`src/hw/rtl/sfr_pkg.sv`:
```
// sfr_pkg: shared constants and the job type passed from front to back
// of the stream find and replace block. No dependencies.
`default_nettype none

package sfr_pkg;

    localparam int MAX_PATTERN_DEF     = 8;
    localparam int MAX_REPLACEMENT_DEF = 8;

    // bytes one input transaction can produce at most
    localparam int OUT_MAX = 8;
    localparam int CNT_W   = $clog2(OUT_MAX + 1);
    localparam int IDX_W   = $clog2(OUT_MAX);

    localparam int CFG_IDX_W  = 2;
    localparam int CFG_DATA_W = 64;
    localparam int LEN_W      = 4;
    localparam int TOTAL_W    = 32;

    localparam logic [CFG_IDX_W-1:0] REG_PATTERN_BYTES      = 2'd0;
    localparam logic [CFG_IDX_W-1:0] REG_PATTERN_LENGTH     = 2'd1;
    localparam logic [CFG_IDX_W-1:0] REG_REPLACEMENT_BYTES  = 2'd2;
    localparam logic [CFG_IDX_W-1:0] REG_REPLACEMENT_LENGTH = 2'd3;

    localparam int QDEPTH = 2;

    typedef struct packed {
        logic [OUT_MAX-1:0][7:0] data;
        logic [CNT_W-1:0]        count;
        logic [TOTAL_W-1:0]      total;
    } job_t;

endpackage

`default_nettype wire

```
`src/hw/rtl/stream_find_replace.sv`:
```
// stream_find_replace: top level, front classifier, job queue and output
// serializer. Depends on sfr_pkg, sfr_front, sfr_queue, sfr_back.
//
// Streaming find and replace on bytes. Each input transaction enters a
// window of pending bytes that is compared against the pattern; a match
// sends the replacement, a full window without a match sends its oldest
// byte, and end_of_stream flushes what is pending. The front takes one
// input transaction per cycle while the two-entry job queue has room; the
// serializer sends one byte per cycle while m_ready is high. Inputs that
// yield no byte push no job. The pattern, replacement and length
// registers are written through cfg_we, cfg_index, cfg_wdata; the user
// must write them only while the stream is idle, the block does not
// enforce it.
`default_nettype none

module stream_find_replace #(
    parameter int MAX_PATTERN     = sfr_pkg::MAX_PATTERN_DEF,
    parameter int MAX_REPLACEMENT = sfr_pkg::MAX_REPLACEMENT_DEF
) (
    input  wire                              aclk,
    input  wire                              aresetn,
    input  wire                              cfg_we,
    input  wire  [sfr_pkg::CFG_IDX_W-1:0]    cfg_index,
    input  wire  [sfr_pkg::CFG_DATA_W-1:0]   cfg_wdata,
    input  wire                              s_valid,
    output logic                             s_ready,
    input  wire  [7:0]                       s_in_byte,
    input  wire                              s_end_of_stream,
    output logic                             m_valid,
    input  wire                              m_ready,
    output logic [7:0]                       m_out_byte,
    output logic                             m_last_of_run,
    output logic [31:0]                      m_replaced_total
);

    logic          accept;
    logic          push;
    sfr_pkg::job_t push_job;
    logic          full;
    logic          pop;
    logic          head_valid;
    sfr_pkg::job_t head_job;

    assign s_ready = !full;
    assign accept  = s_valid && s_ready;

    sfr_front #(
        .MAX_PATTERN     (MAX_PATTERN),
        .MAX_REPLACEMENT (MAX_REPLACEMENT)
    ) u_front (
        .aclk          (aclk),
        .aresetn       (aresetn),
        .cfg_we        (cfg_we),
        .cfg_index     (cfg_index),
        .cfg_wdata     (cfg_wdata),
        .accept        (accept),
        .in_byte       (s_in_byte),
        .end_of_stream (s_end_of_stream),
        .push          (push),
        .push_job      (push_job)
    );

    sfr_queue u_queue (
        .aclk       (aclk),
        .aresetn    (aresetn),
        .push       (push),
        .push_job   (push_job),
        .full       (full),
        .pop        (pop),
        .head_valid (head_valid),
        .head_job   (head_job)
    );

    sfr_back u_back (
        .aclk             (aclk),
        .aresetn          (aresetn),
        .head_valid       (head_valid),
        .head_job         (head_job),
        .pop              (pop),
        .m_valid          (m_valid),
        .m_ready          (m_ready),
        .m_out_byte       (m_out_byte),
        .m_last_of_run    (m_last_of_run),
        .m_replaced_total (m_replaced_total)
    );

endmodule

`default_nettype wire

```
`src/hw/rtl/sfr_front.sv`:
```
// sfr_front: configuration registers, pending window, match compare and
// replacement count; turns each accepted transaction that yields bytes into
// one output job. Depends on sfr_pkg.
`default_nettype none

module sfr_front #(
    parameter int MAX_PATTERN     = sfr_pkg::MAX_PATTERN_DEF,
    parameter int MAX_REPLACEMENT = sfr_pkg::MAX_REPLACEMENT_DEF
) (
    input  wire                                  aclk,
    input  wire                                  aresetn,
    input  wire                                  cfg_we,
    input  wire  [sfr_pkg::CFG_IDX_W-1:0]        cfg_index,
    input  wire  [sfr_pkg::CFG_DATA_W-1:0]       cfg_wdata,
    input  wire                                  accept,
    input  wire  [7:0]                           in_byte,
    input  wire                                  end_of_stream,
    output logic                                 push,
    output sfr_pkg::job_t                        push_job
);

    localparam int SEQ_N  = MAX_PATTERN + 1;
    localparam int SEQ_W  = (SEQ_N > 1) ? $clog2(SEQ_N) : 1;
    localparam int FROM_SEQ = (sfr_pkg::OUT_MAX < SEQ_N) ? sfr_pkg::OUT_MAX : SEQ_N;
    localparam logic [sfr_pkg::LEN_W-1:0] MP_L = sfr_pkg::LEN_W'(MAX_PATTERN);
    localparam logic [sfr_pkg::LEN_W-1:0] MR_L = sfr_pkg::LEN_W'(MAX_REPLACEMENT);
    localparam logic [sfr_pkg::LEN_W-1:0] OUT_L = sfr_pkg::LEN_W'(sfr_pkg::OUT_MAX);

    logic [63:0]                 pattern_reg;
    logic [sfr_pkg::LEN_W-1:0]   pattern_len_reg;
    logic [63:0]                 repl_reg;
    logic [sfr_pkg::LEN_W-1:0]   repl_len_reg;

    logic [7:0]                  win_reg [MAX_PATTERN];
    logic [7:0]                  win_next [MAX_PATTERN];
    logic [sfr_pkg::LEN_W-1:0]   fill_reg;
    logic [sfr_pkg::LEN_W-1:0]   fill_next;
    logic [sfr_pkg::TOTAL_W-1:0] total_reg;
    logic [sfr_pkg::TOTAL_W-1:0] total_next;

    logic [7:0]                  seq [SEQ_N];
    logic [sfr_pkg::LEN_W-1:0]   plen;
    logic [sfr_pkg::LEN_W-1:0]   rlen;
    logic [sfr_pkg::LEN_W-1:0]   seq_len;
    logic [sfr_pkg::LEN_W-1:0]   drop;
    logic [sfr_pkg::LEN_W-1:0]   n_out;
    logic                        hit;
    logic [4:0]                  sh;

    always_comb begin
        plen = pattern_len_reg;
        if (plen == '0) begin
            plen = sfr_pkg::LEN_W'(1);
        end
        if (plen > MP_L) begin
            plen = MP_L;
        end
        rlen = (repl_len_reg > MR_L) ? MR_L : repl_len_reg;

        // window followed by the new byte
        for (int i = 0; i < MAX_PATTERN; i++) begin
            seq[i] = (sfr_pkg::LEN_W'(i) < fill_reg) ? win_reg[i] : in_byte;
        end
        seq[MAX_PATTERN] = in_byte;
        seq_len = fill_reg + sfr_pkg::LEN_W'(1);

        hit = (fill_reg == plen - sfr_pkg::LEN_W'(1));
        for (int i = 0; i < MAX_PATTERN; i++) begin
            if (sfr_pkg::LEN_W'(i) < plen && seq[i] != pattern_reg[8*i +: 8]) begin
                hit = 1'b0;
            end
        end

        if (end_of_stream) begin
            drop = seq_len;
        end else if (seq_len >= plen) begin
            drop = seq_len - plen + sfr_pkg::LEN_W'(1);
        end else begin
            drop = '0;
        end
        n_out = (drop > OUT_L) ? OUT_L : drop;

        push_job.data = '0;
        if (hit) begin
            for (int j = 0; j < sfr_pkg::OUT_MAX; j++) begin
                push_job.data[j] = repl_reg[8*j +: 8];
            end
            push_job.count = sfr_pkg::CNT_W'(rlen);
        end else begin
            for (int j = 0; j < FROM_SEQ; j++) begin
                push_job.data[j] = seq[j];
            end
            push_job.count = sfr_pkg::CNT_W'(n_out);
        end

        total_next = total_reg;
        if (hit && total_reg != '1) begin
            total_next = total_reg + sfr_pkg::TOTAL_W'(1);
        end
        push_job.total = total_next;

        sh = '0;
        for (int i = 0; i < MAX_PATTERN; i++) begin
            sh = 5'(i) + 5'(n_out);
            win_next[i] = (sh <= 5'(MAX_PATTERN)) ? seq[sh[SEQ_W-1:0]] : seq[MAX_PATTERN];
        end

        fill_next = (end_of_stream || hit) ? '0 : seq_len - n_out;

        push = accept && (push_job.count != '0);
    end

    always_ff @(posedge aclk) begin
        if (!aresetn) begin
            pattern_reg     <= '0;
            pattern_len_reg <= sfr_pkg::LEN_W'(1);
            repl_reg        <= '0;
            repl_len_reg    <= '0;
            fill_reg        <= '0;
            total_reg       <= '0;
        end else begin
            if (cfg_we) begin
                unique case (cfg_index)
                    sfr_pkg::REG_PATTERN_BYTES:      pattern_reg <= cfg_wdata;
                    sfr_pkg::REG_PATTERN_LENGTH:     pattern_len_reg <= cfg_wdata[3:0];
                    sfr_pkg::REG_REPLACEMENT_BYTES:  repl_reg <= cfg_wdata;
                    sfr_pkg::REG_REPLACEMENT_LENGTH: repl_len_reg <= cfg_wdata[3:0];
                    default: ;
                endcase
            end
            if (accept) begin
                fill_reg  <= fill_next;
                total_reg <= total_next;
            end
        end
    end

    always_ff @(posedge aclk) begin
        if (accept) begin
            win_reg <= win_next;
        end
    end

endmodule

`default_nettype wire

```
`src/hw/rtl/sfr_queue.sv`:
```
// sfr_queue: short job queue between the front and the output serializer.
// Depends on sfr_pkg.
`default_nettype none

module sfr_queue (
    input  wire            aclk,
    input  wire            aresetn,
    input  wire            push,
    input  sfr_pkg::job_t  push_job,
    output logic           full,
    input  wire            pop,
    output logic           head_valid,
    output sfr_pkg::job_t  head_job
);

    localparam int PTR_W = (sfr_pkg::QDEPTH > 1) ? $clog2(sfr_pkg::QDEPTH) : 1;
    localparam int CNT_W = $clog2(sfr_pkg::QDEPTH + 1);

    sfr_pkg::job_t       mem [sfr_pkg::QDEPTH];
    logic [PTR_W-1:0]    wr_ptr_reg;
    logic [PTR_W-1:0]    rd_ptr_reg;
    logic [CNT_W-1:0]    cnt_reg;
    logic [CNT_W-1:0]    cnt_next;

    assign full       = (cnt_reg == CNT_W'(sfr_pkg::QDEPTH));
    assign head_valid = (cnt_reg != '0);
    assign head_job   = mem[rd_ptr_reg];

    always_comb begin
        cnt_next = cnt_reg;
        if (push && !pop) begin
            cnt_next = cnt_reg + CNT_W'(1);
        end else if (pop && !push) begin
            cnt_next = cnt_reg - CNT_W'(1);
        end
    end

    always_ff @(posedge aclk) begin
        if (!aresetn) begin
            wr_ptr_reg <= '0;
            rd_ptr_reg <= '0;
            cnt_reg    <= '0;
        end else begin
            if (push) begin
                wr_ptr_reg <= (wr_ptr_reg == PTR_W'(sfr_pkg::QDEPTH - 1)) ? '0
                                                                        : wr_ptr_reg + PTR_W'(1);
            end
            if (pop) begin
                rd_ptr_reg <= (rd_ptr_reg == PTR_W'(sfr_pkg::QDEPTH - 1)) ? '0
                                                                        : rd_ptr_reg + PTR_W'(1);
            end
            cnt_reg <= cnt_next;
        end
    end

    always_ff @(posedge aclk) begin
        if (push) begin
            mem[wr_ptr_reg] <= push_job;
        end
    end

endmodule

`default_nettype wire

```
`src/hw/rtl/sfr_back.sv`:
```
// sfr_back: output serializer, sends the bytes of the head job one per
// transaction and releases the job after its last byte. Depends on sfr_pkg.
`default_nettype none

module sfr_back (
    input  wire            aclk,
    input  wire            aresetn,
    input  wire            head_valid,
    input  sfr_pkg::job_t  head_job,
    output logic           pop,
    output logic           m_valid,
    input  wire            m_ready,
    output logic [7:0]     m_out_byte,
    output logic           m_last_of_run,
    output logic [31:0]    m_replaced_total
);

    logic [sfr_pkg::IDX_W-1:0] idx_reg;

    assign m_valid          = head_valid;
    assign m_out_byte       = head_job.data[idx_reg];
    assign m_last_of_run    = (sfr_pkg::CNT_W'(idx_reg) + sfr_pkg::CNT_W'(1) == head_job.count);
    assign m_replaced_total = head_job.total;
    assign pop              = m_valid && m_ready && m_last_of_run;

    always_ff @(posedge aclk) begin
        if (!aresetn) begin
            idx_reg <= '0;
        end else if (m_valid && m_ready) begin
            idx_reg <= m_last_of_run ? '0 : idx_reg + sfr_pkg::IDX_W'(1);
        end
    end

endmodule

`default_nettype wire

```
`config.mk`:
```
export PLATFORM = sky130hd
export DESIGN_NAME = stream_find_replace
export DESIGN_NICKNAME = d
export VERILOG_FILES = /design/src/hw/rtl/sfr_pkg.sv /design/src/hw/rtl/stream_find_replace.sv /design/src/hw/rtl/sfr_front.sv /design/src/hw/rtl/sfr_queue.sv /design/src/hw/rtl/sfr_back.sv
export SDC_FILE = /design/constraint.sdc
export NUM_CORES = 1
export LEC_CHECK = 0
export BUFFER_PORTS_ARGS = -buffer_cell sky130_fd_sc_hd__buf_2
export CAP_MARGIN = 20
export CORE_AREA = 2 2 252 254
export CTS_CLUSTER_DIAMETER = 30
export DETAILED_ROUTE_END_ITERATION = 12
export DIE_AREA = 0 0 254 256
export PLACE_DENSITY = 0.59
export SYNTH_ARGS = -nofsm -noshare
export SYNTH_HDL_FRONTEND = slang
export SYNTH_HIERARCHICAL = 1
export SYNTH_SLANG_ARGS = --single-unit
export TNS_END_PERCENT = 100
```
`constraint.sdc`:
```
create_clock -name aclk -period 15.6 [get_ports aclk]
set_clock_uncertainty 0.15 [all_clocks]
set_input_delay 3.12 -clock aclk [delete_from_list [all_inputs] [get_ports aclk]]
set_output_delay 3.12 -clock aclk [all_outputs]
set_load 0.05 [all_outputs]
```
==> results.yml <==
status:
  status: "finished clean"
yosys:
  synth_most_common_cell: "nand2_1"
  synth_fp_nets: 2560
  yosysTopAreaCell: "edfxtp_1"
  synth_area_leaders: "edfxtp_1 32%, dfxtp_1 15%, nand2_1 6.0%, mux2_2 5.8%, mux2i_1 5.4%"
  yosysSeqAreaShare: 0.468
  syn_area_per_cell_um2: 10.1
  yosys_warnings: 6
  synth.distinct_cells: 80
  synthCells: 2448
  syn_area_um2: 24700
  synth_flop_cell: "edfxtp_1"
  synth_common_cells: "392 x nand2_1, 264 x edfxtp_1, 180 x dfxtp_1, 150 x nor2_1, 135 x a21boi_0"
  synth_edf_count: 264
  synth_top_area_frac: 0.322
  ys_async_sr_fraction: 0
  ys_ff_latch: 444
min_path:
  hold_path_class: "reg2reg"
global_routing:
  grt_pass1_wl_um: 127000
  grt_antenna_before_repair: 7
  track_usage: 0.262
  overflow: 0
  grt_pass1_vias: 19400
  grt_max_degree: 108
clock_network:
  cts_resized: 0
  cts_tree: "done"
  clock_path_buffers: 3
  numClockSinks: 444
  clk_latency_ns: 0.65
  post-cts-setup-buffers: 0
  holdBufCountCts: 0
  htree_num_levels: 3
  cts_root_buffer: "clkbuf_16"
  clkSlewWorstSetupHoldPaths_ns: 0.04
  cts_made_buffers: 101
worst_setup_path:
  cp_data_arrival_time_ns: 8.10
  path_delay_family: "simple AND/OR/NAND/NOR gates"
  end_kind: "flip-flop"
  cp_slowest_cell: "buf_4"
  cp_cell_sequence: "buf_2, mux2i_1, xnor2_1, nor4_1, a21oi_1, or3_1, a2111oi_4, nand3_4, a211oi_1, and2_4, buf_4"
  slowest_delay_ns: 0.78
  crit_buf_inv: 2
  start_kind: "input pin"
  path_class: "in2reg"
  required_ns: 15.70
  cp_max_fo: 64
power_and_ir_drop:
  powerDensity_nw_per_um2: 231
  vdd_drop_max_uv: 217
  p_total_mw: 6.75
  total_leakage_power_nw: 10.9
route:
  drt_iter0_markers: 1953
  via_count: 20100
  first_pass_iters: 7
  wl_per_cell_um: 25.1
  postRouteAntennaNets: 0
  drc: 0
  via_per_inst: 5.84
  drt_wl_total_um: 86400
timing:
  setup_violations: 0
  worst_pin_slew_ns: 1.17
  drv_slew: 0
  tns_ns: 0
  rsz0062_at_grt: "false"
  finalHoldViolations: 0
  clock.fmax_mhz: 125
  finalCriticalPeriod_ns: 8.00
  slew_headroom: 0.214
  fin_ws_ns: 7.60
  period_share: 0.513
placement:
  hpwl_um: 60400
  place_ws_ns: 6.46
  numPortBuffers: 122
  placed_cells: 3251
  routabilityCongestion: 0.967
cells_and_area:
  final_cells: 3445
  area_delta_synth_final_pct: 18.5
  nFillCells: 5802
  largest-register: "u_queue/mem"
  multi_input_area_um2: 11900
  seq_area_um2: 11500
  drive_gt1_frac: 0.191
  fin_nets: 2621
  largest_register_ffs: 200
floorplan:
  initial_core_util: 0.395
  rows: 92
  io_pins: 123
  die_w_um: 254
  die_h_um: 256
  dieArea_um2: 65000
  coreArea_um2: 62400
flow_run:
  cap_violations: 0
==> final timing paths <==
kind	startpoint	endpoint	slack, ns	depth (start not counted)
hold reg to reg	u_front/repl_reg[53]$_SDFFE_PN0P_	u_front/repl_reg[53]$_SDFFE_PN0P_	0.32	2
setup / recovery	s_in_byte[1]	u_queue/mem[1][24]$_DFFE_PP_	7.60	11
setup reg to reg	u_front/fill_reg[3]$_SDFFE_PN0P_	u_queue/mem[1][24]$_DFFE_PP_	8.80	12
hold / removal	u_front/repl_reg[53]$_SDFFE_PN0P_	u_front/repl_reg[53]$_SDFFE_PN0P_	0.32	2
==> cell type report <==
| cell class | instances | area share |
|---|---|---|
| Inverter | 61 | 0.00784 |
| Multi-Input combinational cell | 1742 | 0.408 |
| Sequential cell | 444 | 0.395 |
| Timing Repair Buffer | 159 | 0.0309 |
| Clock buffer | 127 | 0.0963 |
| Clock inverter | 64 | 0.0253 |
| Tap cell | 846 | 0.0362 |
| Antenna cell | 2 | 0.000171 |
==> power breakdown <==
part | switching [mW] | internal, mW
registers | 0.209 | 1.67
logic | 1.82 | 0.893
clock network | 0.694 | 1.47
total | 2.72 | 4.03
==> routing by layer <==
metal | global-route usage | vias up | part of all wire
li1 | - | 9061 | -
met1 | 0.370 | 10000 | 0.44
met2 | 0.393 | 895 | 0.45
met3 | 0.0598 | 145 | 0.086
met4 | 0.0882 | 6 | 0.027
met5 | 0 | - | 0.00039
==> cell families (layout without fill, tap and decap cells) <==
group | Yosys count | after routing | share of synthesized area
AOI/OAI and AO/OA | 534 | 534 | 0.156
other | 0 | 2 | 0
xor gates and xnor gates | 84 | 84 | 0.0304
muxes | 280 | 280 | 0.131
DFF | 444 | 444 | 0.468
and+or+nand+nor | 812 | 812 | 0.147
buffers and inverters | 262 | 411 | 0.0510
adders and majority gates | 32 | 32 | 0.0172
==> cells in the final DEF (no fill, tap or decap), types with 37 or more instances in the layout <==
cell       count
a21boi_0     135
a21oi_1      100
buf_2        121
buf_4         37
clkbuf_16    107
dfxtp_1      179
edfxtp_1     264
inv_1         59
mux2_2       127
mux2i_1      132
nand2_1      392
nand2b_1      38
nand3_1       42
nor2_1       149
nor3_1        57
o21ai_0       46
xor2_1        50
==> stage by stage <==
stage	cell area, µm²	utilization	hold slack (ns)
final	29200	0.468	0.315
after global routing	29200	0.468	0.338
after CTS	29200	0.468	0.319
after detailed placement	25600	0.411	0.314
after global placement	25600	0.411	0.305
after floorplan	24700	-	0.289
==> worst reg2reg max path, stage by stage (launching register included) <==
cell	delay [ns]
dfxtp_1	0.77
buf_4	0.48
or2_1	0.71
nor2_1	0.09
buf_4	0.22
nor4_1	0.45
a31o_2	0.17
nand4_1	0.23
a2111oi_4	0.48
nand3_4	0.57
a211oi_1	0.68
and2_4	0.58
buf_4	0.79
Note: power is estimated with default switching activity, not from simulation.
